==> config.mk <==
export PLATFORM = sky130hd
export DESIGN_NAME = binary_to_decimal_ascii
export DESIGN_NICKNAME = d
export VERILOG_FILES = /design/src/rtl/b2da_pkg.sv /design/src/rtl/b2da_split.sv /design/src/rtl/b2da_format.sv /design/src/rtl/binary_to_decimal_ascii.sv
export SDC_FILE = /design/constraint.sdc
export NUM_CORES = 1
export LEC_CHECK = 0
export CORE_MARGIN = 2
export CORE_UTILIZATION = 50
export CTS_CLUSTER_SIZE = 30
export DETAILED_ROUTE_END_ITERATION = 10
export DONT_BUFFER_PORTS = 1
export GPL_TIMING_DRIVEN = 0
export PLACE_DENSITY = 0.68
export SYNTH_ARGS = -nofsm -noshare
export SYNTH_HDL_FRONTEND = slang
export SYNTH_SLANG_ARGS = --single-unit
==> constraint.sdc <==
create_clock -name clk_i -period 7.5 [get_ports clk_i]
set_input_delay 0.375 -clock clk_i [delete_from_list [all_inputs] [get_ports clk_i]]
set_output_delay 0.375 -clock clk_i [all_outputs]
set_load 0.1 [all_outputs]
==> src/rtl/b2da_pkg.sv <==
// ----------------------------------------------------------------------------
// b2da_pkg: binary to decimal ASCII shared definitions
// Digit count, place values, ASCII base and the digit extraction function.
// ----------------------------------------------------------------------------
`default_nettype none

package b2da_pkg;

  localparam int unsigned NumDigits   = 5;
  localparam int unsigned MaxDigits   = 5;
  localparam int unsigned ValueWidth  = 16;
  localparam int unsigned WidthWidth  = 4;
  localparam int unsigned DigitWidth  = 4;
  localparam int unsigned CharWidth   = 6;
  localparam int unsigned CountWidth  = 3;
  localparam int unsigned IdxWidth    = 3;
  localparam int unsigned SplitStages = NumDigits - 1;

  localparam logic [CharWidth-1:0] AsciiZero = CharWidth'(48);

  localparam logic [ValueWidth-1:0] Place [NumDigits] = '{
    ValueWidth'(10000), ValueWidth'(1000), ValueWidth'(100), ValueWidth'(10), ValueWidth'(1)
  };

  typedef logic [NumDigits-1:0][DigitWidth-1:0] digits_t;

  typedef struct packed {
    digits_t                 dig;
    logic [WidthWidth-1:0]   width;
  } split_t;

  // Largest k in 0..9 with k * place <= r.
  function automatic logic [DigitWidth-1:0] dec_digit(
    input logic [ValueWidth-1:0] r,
    input logic [ValueWidth-1:0] place
  );
    logic [DigitWidth-1:0] d;
    d = '0;
    for (int k = 1; k <= 9; k++) begin
      if ({1'b0, r} >= (17'(k) * {1'b0, place})) begin
        d = DigitWidth'(k);
      end
    end
    return d;
  endfunction

  function automatic logic [ValueWidth-1:0] dec_rem(
    input logic [ValueWidth-1:0] r,
    input logic [DigitWidth-1:0] d,
    input logic [ValueWidth-1:0] place
  );
    return r - ValueWidth'({12'd0, d} * place);
  endfunction

endpackage

`default_nettype wire

==> src/rtl/b2da_split.sv <==
// ----------------------------------------------------------------------------
// b2da_split: decimal digit extraction pipeline
// One register stage per place value from ten thousands down to tens; the last remainder is the units digit.
// ----------------------------------------------------------------------------
`default_nettype none

module b2da_split
  import b2da_pkg::*;
(
  input  wire logic                  clk_i,
  input  wire logic                  rst_ni,
  input  wire logic                  in_valid_i,
  output      logic                  in_ready_o,
  input  wire logic [ValueWidth-1:0] in_value_i,
  input  wire logic [WidthWidth-1:0] in_width_i,
  output      logic                  out_valid_o,
  input  wire logic                  out_ready_i,
  output      split_t                out_data_o
);

  logic [SplitStages-1:0]  valid_q;
  logic [SplitStages:0]    rdy;
  logic [ValueWidth-1:0]   rem_q [SplitStages];
  digits_t                 dig_q [SplitStages];
  logic [WidthWidth-1:0]   wid_q [SplitStages];

  assign rdy[SplitStages] = out_ready_i;
  assign in_ready_o       = rdy[0];

  for (genvar s = 0; s < SplitStages; s++) begin : g_stage
    logic                  vin;
    logic [ValueWidth-1:0] rin;
    digits_t               din;
    logic [WidthWidth-1:0] win;
    logic [DigitWidth-1:0] d;
    digits_t               dnext;

    if (s == 0) begin : g_first
      assign vin = in_valid_i;
      assign rin = in_value_i;
      assign din = '0;
      assign win = in_width_i;
    end else begin : g_next
      assign vin = valid_q[s-1];
      assign rin = rem_q[s-1];
      assign din = dig_q[s-1];
      assign win = wid_q[s-1];
    end

    assign rdy[s] = !valid_q[s] || rdy[s+1];
    assign d      = dec_digit(rin, Place[s]);

    always_comb begin
      dnext    = din;
      dnext[s] = d;
    end

    always_ff @(posedge clk_i or negedge rst_ni) begin
      if (!rst_ni) begin
        valid_q[s] <= 1'b0;
      end else if (rdy[s]) begin
        valid_q[s] <= vin;
      end
    end

    always_ff @(posedge clk_i) begin
      if (rdy[s] && vin) begin
        rem_q[s] <= dec_rem(rin, d, Place[s]);
        dig_q[s] <= dnext;
        wid_q[s] <= win;
      end
    end
  end

  always_comb begin
    out_data_o.dig                = dig_q[SplitStages-1];
    out_data_o.dig[NumDigits-1]   = rem_q[SplitStages-1][DigitWidth-1:0];
    out_data_o.width              = wid_q[SplitStages-1];
  end

  assign out_valid_o = valid_q[SplitStages-1];

endmodule

`default_nettype wire

==> src/rtl/b2da_format.sv <==
// ----------------------------------------------------------------------------
// b2da_format: character placement and output register
// Picks fixed or free width, aligns digits left and converts them to ASCII.
// ----------------------------------------------------------------------------
`default_nettype none

module b2da_format
  import b2da_pkg::*;
(
  input  wire logic                  clk_i,
  input  wire logic                  rst_ni,
  input  wire logic                  in_valid_i,
  output      logic                  in_ready_o,
  input  wire split_t                in_data_i,
  output      logic                  out_valid_o,
  input  wire logic                  out_ready_i,
  output      logic [CharWidth-1:0]  out_char_o [NumDigits],
  output      logic [CountWidth-1:0] out_count_o
);

  logic                  valid_q;
  logic                  fixed;
  logic [IdxWidth-1:0]   first;
  logic [CountWidth-1:0] count;
  logic [CharWidth-1:0]  char_d [NumDigits];
  logic [CharWidth-1:0]  char_q [NumDigits];
  logic [CountWidth-1:0] count_q;

  assign in_ready_o = !valid_q || out_ready_i;

  always_comb begin
    logic [IdxWidth-1:0] idx;
    fixed = (in_data_i.width >= WidthWidth'(1)) && (in_data_i.width <= WidthWidth'(MaxDigits));
    if (fixed) begin
      first = IdxWidth'(NumDigits) - in_data_i.width[IdxWidth-1:0];
    end else if (in_data_i.dig[0] != '0) begin
      first = IdxWidth'(0);
    end else if (in_data_i.dig[1] != '0) begin
      first = IdxWidth'(1);
    end else if (in_data_i.dig[2] != '0) begin
      first = IdxWidth'(2);
    end else if (in_data_i.dig[3] != '0) begin
      first = IdxWidth'(3);
    end else begin
      first = IdxWidth'(4);
    end
    count = CountWidth'(NumDigits) - CountWidth'(first);
    for (int i = 0; i < NumDigits; i++) begin
      idx = first + IdxWidth'(i);
      if (CountWidth'(i) < count) begin
        char_d[i] = AsciiZero + CharWidth'(in_data_i.dig[idx]);
      end else begin
        char_d[i] = '0;
      end
    end
  end

  always_ff @(posedge clk_i or negedge rst_ni) begin
    if (!rst_ni) begin
      valid_q <= 1'b0;
    end else if (in_ready_o) begin
      valid_q <= in_valid_i;
    end
  end

  always_ff @(posedge clk_i) begin
    if (in_ready_o && in_valid_i) begin
      char_q  <= char_d;
      count_q <= count;
    end
  end

  assign out_valid_o = valid_q;
  assign out_char_o  = char_q;
  assign out_count_o = count_q;

endmodule

`default_nettype wire

==> src/rtl/binary_to_decimal_ascii.sv <==
// ----------------------------------------------------------------------------
// binary_to_decimal_ascii: 16-bit binary to ASCII decimal converter
// Fixed zero-padded width 1..5, or free width without leading zeros.
// ----------------------------------------------------------------------------
// Takes one value per cycle while the output is not stalled and returns its
// decimal characters after four digit stages (one constant place value compare
// each, from ten thousands down to tens) followed by the formatting/output register.
// Backpressure on the master side stalls the pipeline without loss; bubbles
// collapse, so sustained throughput is one transfer per cycle.
`default_nettype none

module binary_to_decimal_ascii
  import b2da_pkg::*;
(
  input  wire logic        clk_i,
  input  wire logic        rst_ni,
  input  wire logic        s_axis_tvalid_i,
  output      logic        s_axis_tready_o,
  input  wire logic [23:0] s_axis_tdata_i,   // value[15:0], width[19:16], zero pad
  output      logic        m_axis_tvalid_o,
  input  wire logic        m_axis_tready_i,
  output      logic [39:0] m_axis_tdata_o    // char_0..char_4 (6b each), char_count, pad
);

  logic                  mid_valid;
  logic                  mid_ready;
  split_t                mid_data;
  logic [CharWidth-1:0]  chars [NumDigits];
  logic [CountWidth-1:0] count;

  b2da_split u_split (
    .clk_i       (clk_i),
    .rst_ni      (rst_ni),
    .in_valid_i  (s_axis_tvalid_i),
    .in_ready_o  (s_axis_tready_o),
    .in_value_i  (s_axis_tdata_i[15:0]),
    .in_width_i  (s_axis_tdata_i[19:16]),
    .out_valid_o (mid_valid),
    .out_ready_i (mid_ready),
    .out_data_o  (mid_data)
  );

  b2da_format u_format (
    .clk_i       (clk_i),
    .rst_ni      (rst_ni),
    .in_valid_i  (mid_valid),
    .in_ready_o  (mid_ready),
    .in_data_i   (mid_data),
    .out_valid_o (m_axis_tvalid_o),
    .out_ready_i (m_axis_tready_i),
    .out_char_o  (chars),
    .out_count_o (count)
  );

  assign m_axis_tdata_o = {7'd0, count, chars[4], chars[3], chars[2], chars[1], chars[0]};

endmodule

`default_nettype wire

==> results.cfg, run 1 <==
[critical_path]
crit_path_start = u_split.rem_q[0][15]$_DFFE_PP_
rr_startpoint = u_split.rem_q[0][15]$_DFFE_PP_
end_kind = flip-flop
start_kind = flip-flop
path_cells = clkbuf_1 -> nor3_1 -> o31ai_2 -> a21oi_1 -> fa_1 -> fa_1 -> ha_1 -> a21o_1 -> a21oi_1 -> xnor2_1 -> ha_1 -> or2_2 -> a21oi_1 -> a21oi_1 -> or4_1 -> nand4_1
cp.arrival_ns = 6.24
critPathMaxFanout = 12
max_stage_delay_ns = 0.70
required_ns = 7.78
crit_type = flip-flop to flip-flop
cp_common_cell = a21oi_1
crit_path_top_delay_cell = a21oi_1

[sta]
period_share = 0.7942
slew_violations = 0
fin_skew_ns = 0.006706
rsz0062_at_grt = false
period_minus_slack_ns = 5.956
finalHoldViolations = 0
timing.fmax_mhz = 167.9
setup-tns-final_ns = 0
slew-limit-headroom = 0.1036
worstMarginPinSlew_ns = 1.345
setup_viol = 0

[synthesis]
synth-edff-count = 132
yosys_warnings = 0
ys.flop_type = edfxtp_1
async_flop_share = 0.03650
ys_seq_area_frac = 0.4670
synth.distinct_cells = 80
syn-instance-count = 786
syn-cell-area_um2 = 8756
avgSynthCellArea_um2 = 11.14
synth_seq_cells = 137

[clocking]
root_buffer = clkbuf_16
post_cts_buffers = 0
htreeDepth = 4
clk_pin_slew_ns = 0.05
clockBufferDepth = 2
clock_latency_ns = 0.42
cts_buffers = 17
tritoncts = yes
cts_sinks = 137

[routing]
vias_per_cell = 5.751
vias = 6039
routedWlPerCell_um = 16.17
ant_nets = 0
drtPass1Iterations = 5
drt_iter0_markers = 334
postRouteWirelength_um = 16980
drc = 0

[grt]
grt_pass1_wl_um = 28370
antenna_found_initial = 0
groute.usage.overall = 0.1941
grt-ovfl-total = 0
grt_pass1_vias = 5926
grt_max_degree = 32

[finish]
final_cell_mix = 132 x edfxtp_1, 67 x ha_1, 55 x inv_1, 54 x a21oi_1, 44 x nand2_1
nets = 922
area_delta_synth_final_pct = 10.62
final_layout_size_suffix_gt1_frac = 0.09455
final_common_cell = edfxtp_1
antenna_cells = 0

[pwr]
p_leak_nw = 3.758
power.density_nw_per_um2 = 474.9
power_mw = 4.600
vdd_drop_max_v = 0.0004060

[worst_hold_path]
hold_class = input pin to flip-flop
hp-start = s_axis_tdata_i[19]

[placed_design]
gp_congestion = 0.9102
io_buffers = 0
post-dp-hpwl_um = 12960

[floorplan]
chipWidth_um = 136.3
dieArea_um2 = 18590
rows = 48
core_area_um2 = 17240
initial_core_util = 0.5080
die_h_um = 136.3
boundaryPins = 70

[job]
cap_viol_max_count = 0

[status]
status = complete, no violations
==> cells by family after synthesis <==
logic type,count (synthesis),synth area share
AND/OR/NAND/NOR,224,0.1376
AO/OA/AOI/OAI,184,0.1425
flip-flops,137,0.4670
buffers and inverters,94,0.05430
adder cells (fa/ha/maj),82,0.1289
XOR/XNOR,50,0.05302
multiplexers,14,0.01629
other,1,0.0004283
==> area by class of cell <==
type	instances	area [um2]
inverters	57	221.5
fillers	1403	7551
multi-input cells	561	4222
plain buffers	37	254.0
well taps	225	281.5
flip-flops and latches	137	4089
clock buffers	22	444.2
repair buffers	2	25.02
clock inverters	9	148.9
==> per-stage QoR <==
step / util / area, um2 / std cells / setup slack, ns / hold WS (ns)
CTS: 0.5619 / 9686 / 1050 / 1.572 / 0.03500
finish: 0.5619 / 9686 / 1050 / 1.544 / 0.05221
global placement: 0.5256 / 9060 / 1017 / 1.388 / 0.07950
global route: 0.5619 / 9686 / 1050 / 1.249 / 0.03136
detailed placement: 0.5269 / 9082 / 1018 / 1.596 / 0.07948
floorplan: - / 8778 / 792 / 2.174 / 0.07941
==> routing by layer <==
layer  track usage  routed length (um)
met1        0.2265                7183
met2        0.3434                8630
met3       0.04474                 712
met4       0.07986                 455
met5             0                   0
==> registers in the layout (all words and copies together) (netlist names) <==
signal / flops
u_split.dig_q: 36
u_split.out_valid_o: 1
u_format.out_valid_o: 1
u_split.rem_q: 52
u_format.out_count_o: 3
u_format.out_char_o: 25
u_split.wid_q: 16
u_split.g_stage.vin: 3
==> worst paths after layout <==
kind	endpoint	slack, ns	cells past startpoint
setup / recovery	u_split.rem_q[1][15]$_DFFE_PP_	1.54	16
hold / removal	u_split.wid_q[0][3]$_DFFE_PP_	0.05	0
setup reg to reg	u_split.rem_q[1][15]$_DFFE_PP_	1.54	16
hold reg to reg	u_split.dig_q[3][10]$_DFFE_PP_	0.41	0
max in group asynchronous	u_split.g_stage[2].vin$_DFFE_PN0P_	7.08	1
min in group asynchronous	u_split.g_stage[3].vin$_DFFE_PN0P_	0.24	1
==> report_power, final <==
part | internal [mW] | switching, mW | total (mW)
clock network | 0.551 | 0.291 | 0.842
logic | 0.942 | 1.23 | 2.17
registers | 1.19 | 0.399 | 1.59
total | 2.68 | 1.92 | 4.60
==> Yosys cell counts, drive strengths merged (18+ instances only) <==
master	count	area [um2]
nand2	45	171.4
xor2	21	191.4
o21ai	30	153.9
a21oi	54	270.3
nor3	18	90.09
nand3	24	120.1
inv	56	217.7
edfxtp	132	3964
ha	67	838.3
nor2	39	146.4
buf	23	201.4
xnor2	29	272.8
==> critical path: cells and delay by family (launching register included) <==
family	cells	cell delay, ns
AND/OR/NAND/NOR	4	1.51
flip-flops	1	0.38
AO/OA/AOI/OAI	6	1.76
buffers and inverters	1	0.21
adder cells (fa/ha/maj)	4	1.78
XOR/XNOR	1	0.19
==> repair_timing <==
item	4_1_cts	5_1_grt
resized for setup	0	0
setup endpoints to repair	0	0
hold buffers	1	0
endpoints found under the hold margin	5	0
No activity file was read; power rests on OpenSTA's default activity.
==> run 2: changes to the inputs <==
==> constraint.sdc (replaced) <==
create_clock -name clk_i -period 5.54 [get_ports clk_i]
set_input_delay 0.277 -clock clk_i [delete_from_list [all_inputs] [get_ports clk_i]]
set_output_delay 0.277 -clock clk_i [all_outputs]
set_load 0.1 [all_outputs]
==> results.cfg, run 2 (same netlist as run 1, synthesis figures left out) <==
[sta]
whs_ns = 0.1078
slew_violations = 0
period_minus_slack_ns = 5.309
worstMarginPinSlew_ns = 1.347
setup-tns-final_ns = 0
setup_viol = 0
timing.fmax_mhz = 188.3
slew-limit-headroom = 0.1023
fin_skew_ns = 0.005420
rsz0062_at_grt = false
finalHoldViolations = 0
period_share = 0.9584

[finish]
final_util = 0.5713
nets = 932
largest_reg_flops = 52
antenna_cells = 0
fillers = 1388
top_register = u_split.rem_q
final_layout_size_suffix_gt1_frac = 0.1066
final_cell_mix = 132 x edfxtp_1, 67 x ha_1, 55 x inv_1, 52 x a21oi_1, 44 x nand2_1
area_delta_synth_final_pct = 12.46
final_common_cell = edfxtp_1

[clocking]
clk_pin_slew_ns = 0.05
root_buffer = clkbuf_16
clockBufferDepth = 2
clock_latency_ns = 0.42
htreeDepth = 4
cts_buffers = 17
tritoncts = yes
cts_sinks = 137

[critical_path]
start_kind = flip-flop
crit_family = adder cells
cp_common_cell = a21oi_1
cp.arrival_ns = 5.59
r2r_cells = 18
critPathMaxFanout = 8
end_kind = flip-flop
reg2reg_setup_slack_ns = 0.23
crit_cells = 18
required_ns = 5.82
max_stage_delay_ns = 0.51
crit_path_top_delay_cell = or4_1
crit_type = flip-flop to flip-flop
path_cells = clkbuf_2 -> nand4_1 -> o21ai_0 -> nand2_1 -> a31o_2 -> inv_1 -> fa_1 -> fa_1 -> ha_1 -> a21o_1 -> a21oi_1 -> xnor2_1 -> ha_1 -> or2_2 -> a21oi_1 -> a21oi_1 -> or4_1 -> nand4_1
path_buf_inv = 2

[status]
status = complete, no violations

[grt]
groute.usage.overall = 0.1960
grt-ovfl-total = 0
antenna_found_initial = 0
grt_pass1_vias = 6031
grt_max_degree = 32
grt_pass1_wl_um = 28660

[floorplan]
die_h_um = 136.3
rows = 48
chipWidth_um = 136.3
initial_core_util = 0.5080
core_area_um2 = 17240
boundaryPins = 70
dieArea_um2 = 18590

[worst_hold_path]
hold_class = input pin to flip-flop
hold_path_depth = 1

[pwr]
vdd_drop_max_v = 0.0005053
p_leak_nw = 3.818
power.density_nw_per_um2 = 636.9
power_mw = 6.271

[placed_design]
io_buffers = 0
gp_congestion = 0.9102
post-dp-hpwl_um = 12960

[routing]
routedWlPerCell_um = 16.23
drc = 0
drt_iter0_markers = 295
ant_nets = 0
drtPass1Iterations = 5
postRouteWirelength_um = 17210
vias_per_cell = 5.753
vias = 6098

[job]
cap_viol_max_count = 0
==> run 2: area by class of cell <==
cell class                      instances  area, um2  share of cell area
Inverter                               57      221.5             0.02249
Clock inverter                          9      148.9             0.01512
Clock buffer                           22      444.2             0.04511
Multi-Input combinational cell        561       4279              0.4346
Sequential cell                       137       4089              0.4152
Timing Repair Buffer                   13      130.1             0.01321
Buffer                                 36      252.7             0.02567
Tap cell                              225      281.5             0.02859
==> run 2: what timing repair did <==
| action | 4_1_cts | 5_1_grt |
|---|---|---|
| gates resized for setup | 4 | 10 |
| setup buffers | 2 | 0 |
| endpoints found under the hold margin | 14 | 0 |
| endpoints found under the setup margin | 4 | 4 |
| pin swaps | 1 | 0 |
| hold buffers | 10 | 0 |
==> run 2: layer usage <==
layer  vias to the layer above  share of wire  global-route usage
met4                         0          0.024             0.08160
met1                      2905           0.43              0.2274
met3                        39          0.039             0.04474
met2                       175           0.51              0.3479
met5                         -              0                   0
li1                       2979              -                   -
==> run 2: final timing paths <==
check,start,endpoint
max in group asynchronous,rst_ni,u_split.g_stage[2].vin$_DFFE_PN0P_
setup / recovery,u_split.rem_q[0][7]$_DFFE_PP_,u_split.rem_q[1][15]$_DFFE_PP_
hold / removal,s_axis_tdata_i[5],u_split.rem_q[0][5]$_DFFE_PP_
min in group asynchronous,rst_ni,u_split.g_stage[3].vin$_DFFE_PN0P_
hold reg to reg,u_split.dig_q[2][10]$_DFFE_PP_,u_split.dig_q[3][10]$_DFFE_PP_
setup reg to reg,u_split.rem_q[0][7]$_DFFE_PP_,u_split.rem_q[1][15]$_DFFE_PP_
==> run 2: report_power, final <==
part / switching (mW) / internal, mW / total, mW
combinational: 1.68 / 1.29 / 2.97
sequential: 0.550 / 1.61 / 2.16
clock: 0.396 / 0.746 / 1.14
==> run 2: stage by stage <==
step | worst slack, ns | std cells | area, um2
finish | 0.2305 | 1060 | 9847
global route | 0.04403 | 1060 | 9847
global placement | -0.5719 | 1017 | 9060
floorplan | 0.2137 | 792 | 8778
detailed placement | -0.3635 | 1018 | 9082
CTS | 0.09726 | 1061 | 9812
==> run 3: changes to the inputs <==
--- a/config.mk
+++ b/config.mk
@@ -12,6 +12,7 @@
 export DONT_BUFFER_PORTS = 1
 export GPL_TIMING_DRIVEN = 0
 export PLACE_DENSITY = 0.68
+export SETUP_SLACK_MARGIN = 0.5
 export SYNTH_ARGS = -nofsm -noshare
 export SYNTH_HDL_FRONTEND = slang
 export SYNTH_SLANG_ARGS = --single-unit
==> results.cfg, run 3 (same netlist as run 1, synthesis figures left out) <==
[sta]
period_minus_slack_ns = 4.885
worst_slack_ns = 0.6549
rsz0062_at_grt = false
finalHoldViolations = 0
slew-limit-headroom = 0.1274
period_share = 0.8818
worstMarginPinSlew_ns = 1.309
fin_skew_ns = 0.01072
setup_viol = 0
timing.fmax_mhz = 204.7
whs_ns = 0.1083
slew_violations = 0

[floorplan]
dieArea_um2 = 18590
chipWidth_um = 136.3
rows = 48
boundaryPins = 70
die_h_um = 136.3
core_area_um2 = 17240
initial_core_util = 0.5080

[critical_path]
crit_path_top_delay_cell = fa_2
crit_path_start = u_split.rem_q[0][7]$_DFFE_PP_
start_kind = flip-flop
required_ns = 5.82
crit_type = flip-flop to flip-flop
cp.arrival_ns = 5.16
crit_family = adder cells
critPathMaxFanout = 8
path_cells = clkbuf_4 -> a31oi_1 -> nor3b_2 -> o21ai_1 -> a31o_4 -> inv_4 -> fa_2 -> fa_1 -> ha_4 -> a21oi_2 -> buf_4 -> o21ai_0 -> a221oi_2 -> xor2_1 -> ha_1 -> or2_2 -> or4_1 -> nand4_1
rr_startpoint = u_split.rem_q[0][7]$_DFFE_PP_
path_buf_inv = 3
max_stage_delay_ns = 0.62
end_kind = flip-flop

[clocking]
clockBufferDepth = 2
tritoncts = yes
htreeDepth = 4
clk_pin_slew_ns = 0.06
root_buffer = clkbuf_16
clock_latency_ns = 0.42
cts_sinks = 137
cts_buffers = 17

[placed_design]
post-dp-hpwl_um = 13030
dp_slack_ns = -0.2476
io_buffers = 0
gp_congestion = 0.9200

[pwr]
vdd_drop_max_v = 0.0005377
power.density_nw_per_um2 = 638.0
p_leak_nw = 3.933

[routing]
drt_iter0_markers = 291
postRouteWirelength_um = 17520
ant_nets = 0
vias_per_cell = 5.760
drtPass1Iterations = 5
routedWlPerCell_um = 16.22
drc = 0
vias = 6221

[worst_hold_path]
hp-start = s_axis_tdata_i[5]
hold_class = input pin to flip-flop

[grt]
grt_pass1_vias = 6101
top_usage_layer = met2
grt_use_met2 = 0.3546
grt-ovfl-total = 0
grt_pass1_wl_um = 28920
grt_max_degree = 32
antenna_found_initial = 0
grtUsageMet3 = 0.03952
grtUsageMet1 = 0.2262
groute.usage.overall = 0.1970

[job]
cap_viol_max_count = 0

[finish]
final_cell_mix = 132 x edfxtp_1, 66 x ha_1, 54 x inv_1, 51 x a21oi_1, 42 x nand2_1
final_layout_size_suffix_gt1_frac = 0.1462
largest_reg_flops = 52
nets = 951
top_register = u_split.rem_q
area_delta_synth_final_pct = 15.55
antenna_cells = 0
final_common_cell = edfxtp_1

[status]
status = complete, no violations
## run 3: cell count changes in the layout (fill, tap and decap cells not counted), moves of 2 or more
| cell | before | now |
|---|---|---|
| nand2_1 | 44 | 42 |
| a21oi_4 | 0 | 2 |
| clkbuf_8 | 0 | 3 |
| fa_1 | 14 | 12 |
| clkbuf_2 | 2 | 0 |
| buf_4 | 16 | 35 |
| clkinv_4 | 1 | 3 |
| nand2_2 | 1 | 3 |
| fa_2 | 0 | 2 |
| clkbuf_1 | 16 | 13 |
| o21ai_0 | 29 | 27 |
## run 3: repair_timing
action,4_1_cts,5_1_grt
pin swaps,3,14
hold endpoints to repair,14,0
resized for setup,18,24
hold buffers,10,0
buffers inserted,6,14
setup endpoints to repair,7,5
## run 3: area by class of cell
| class | count | area [um2] |
|---|---|---|
| well taps | 225 | 281.5 |
| repair buffers | 31 | 265.3 |
| flip-flops and latches | 137 | 4089 |
| clock inverters | 10 | 141.4 |
| inverters | 57 | 224.0 |
| fillers | 1369 | 7119 |
| multi-input cells | 561 | 4373 |
| plain buffers | 37 | 269.0 |
| clock buffers | 22 | 474.2 |
## run 3: final timing paths
kind | endpoint | slack (ns) | cells after the start
min | u_split.rem_q[0][5]$_DFFE_PP_ | 0.11 | 1
min reg2reg | u_split.rem_q[3][0]$_DFFE_PP_ | 0.41 | 0
max reg2reg | u_split.rem_q[1][15]$_DFFE_PP_ | 0.65 | 18
max | u_split.rem_q[1][15]$_DFFE_PP_ | 0.65 | 18
min in group asynchronous | u_split.out_valid_o$_DFFE_PN0P_ | 0.15 | 1
max in group asynchronous | u_split.g_stage[3].vin$_DFFE_PN0P_ | 5.19 | 1
## run 3: power by group
group          internal [mW]  leakage (nW)  switching, mW  total (mW)
clock network          0.744         0.298          0.404        1.15
logic                   1.41          2.33           1.74        3.15
registers               1.61          1.31          0.546        2.15
## run 3: worst register-to-register path: stages (launching register included)
cell and delay, ns:
edfxtp_1 0.42, clkbuf_4 0.22, a31oi_1 0.19, nor3b_2 0.08, o21ai_1 0.22, a31o_4 0.25, inv_4 0.07, fa_2 0.62
fa_1 0.48, ha_4 0.28, a21oi_2 0.21, buf_4 0.14, o21ai_0 0.09, a221oi_2 0.26, xor2_1 0.13, ha_1 0.23
or2_2 0.32, or4_1 0.47, nand4_1 0.08
## run 3: layer usage
layer / routed length (um) / up-vias
met5: 0 / -
met3: 776 / 37
li1: - / 3018
met2: 9161 / 184
met1: 7153 / 2982
met4: 424 / 0
## run 3: per-stage QoR
stage / utilization / area, um2 / TNS [ns] / power, mW / cells
after global placement: 0.5259 / 9065 / -0.1257 / 4.914 / 1017
final: 0.5870 / 10120 / 0 / 6.454 / 1080
after CTS: 0.5759 / 9927 / 0 / 6.294 / 1066
after detailed placement: 0.5269 / 9082 / -0.6394 / 5.059 / 1018
after global routing: 0.5870 / 10120 / 0 / 6.913 / 1080
after floorplan: - / 8783 / 0 / 4.469 / 792
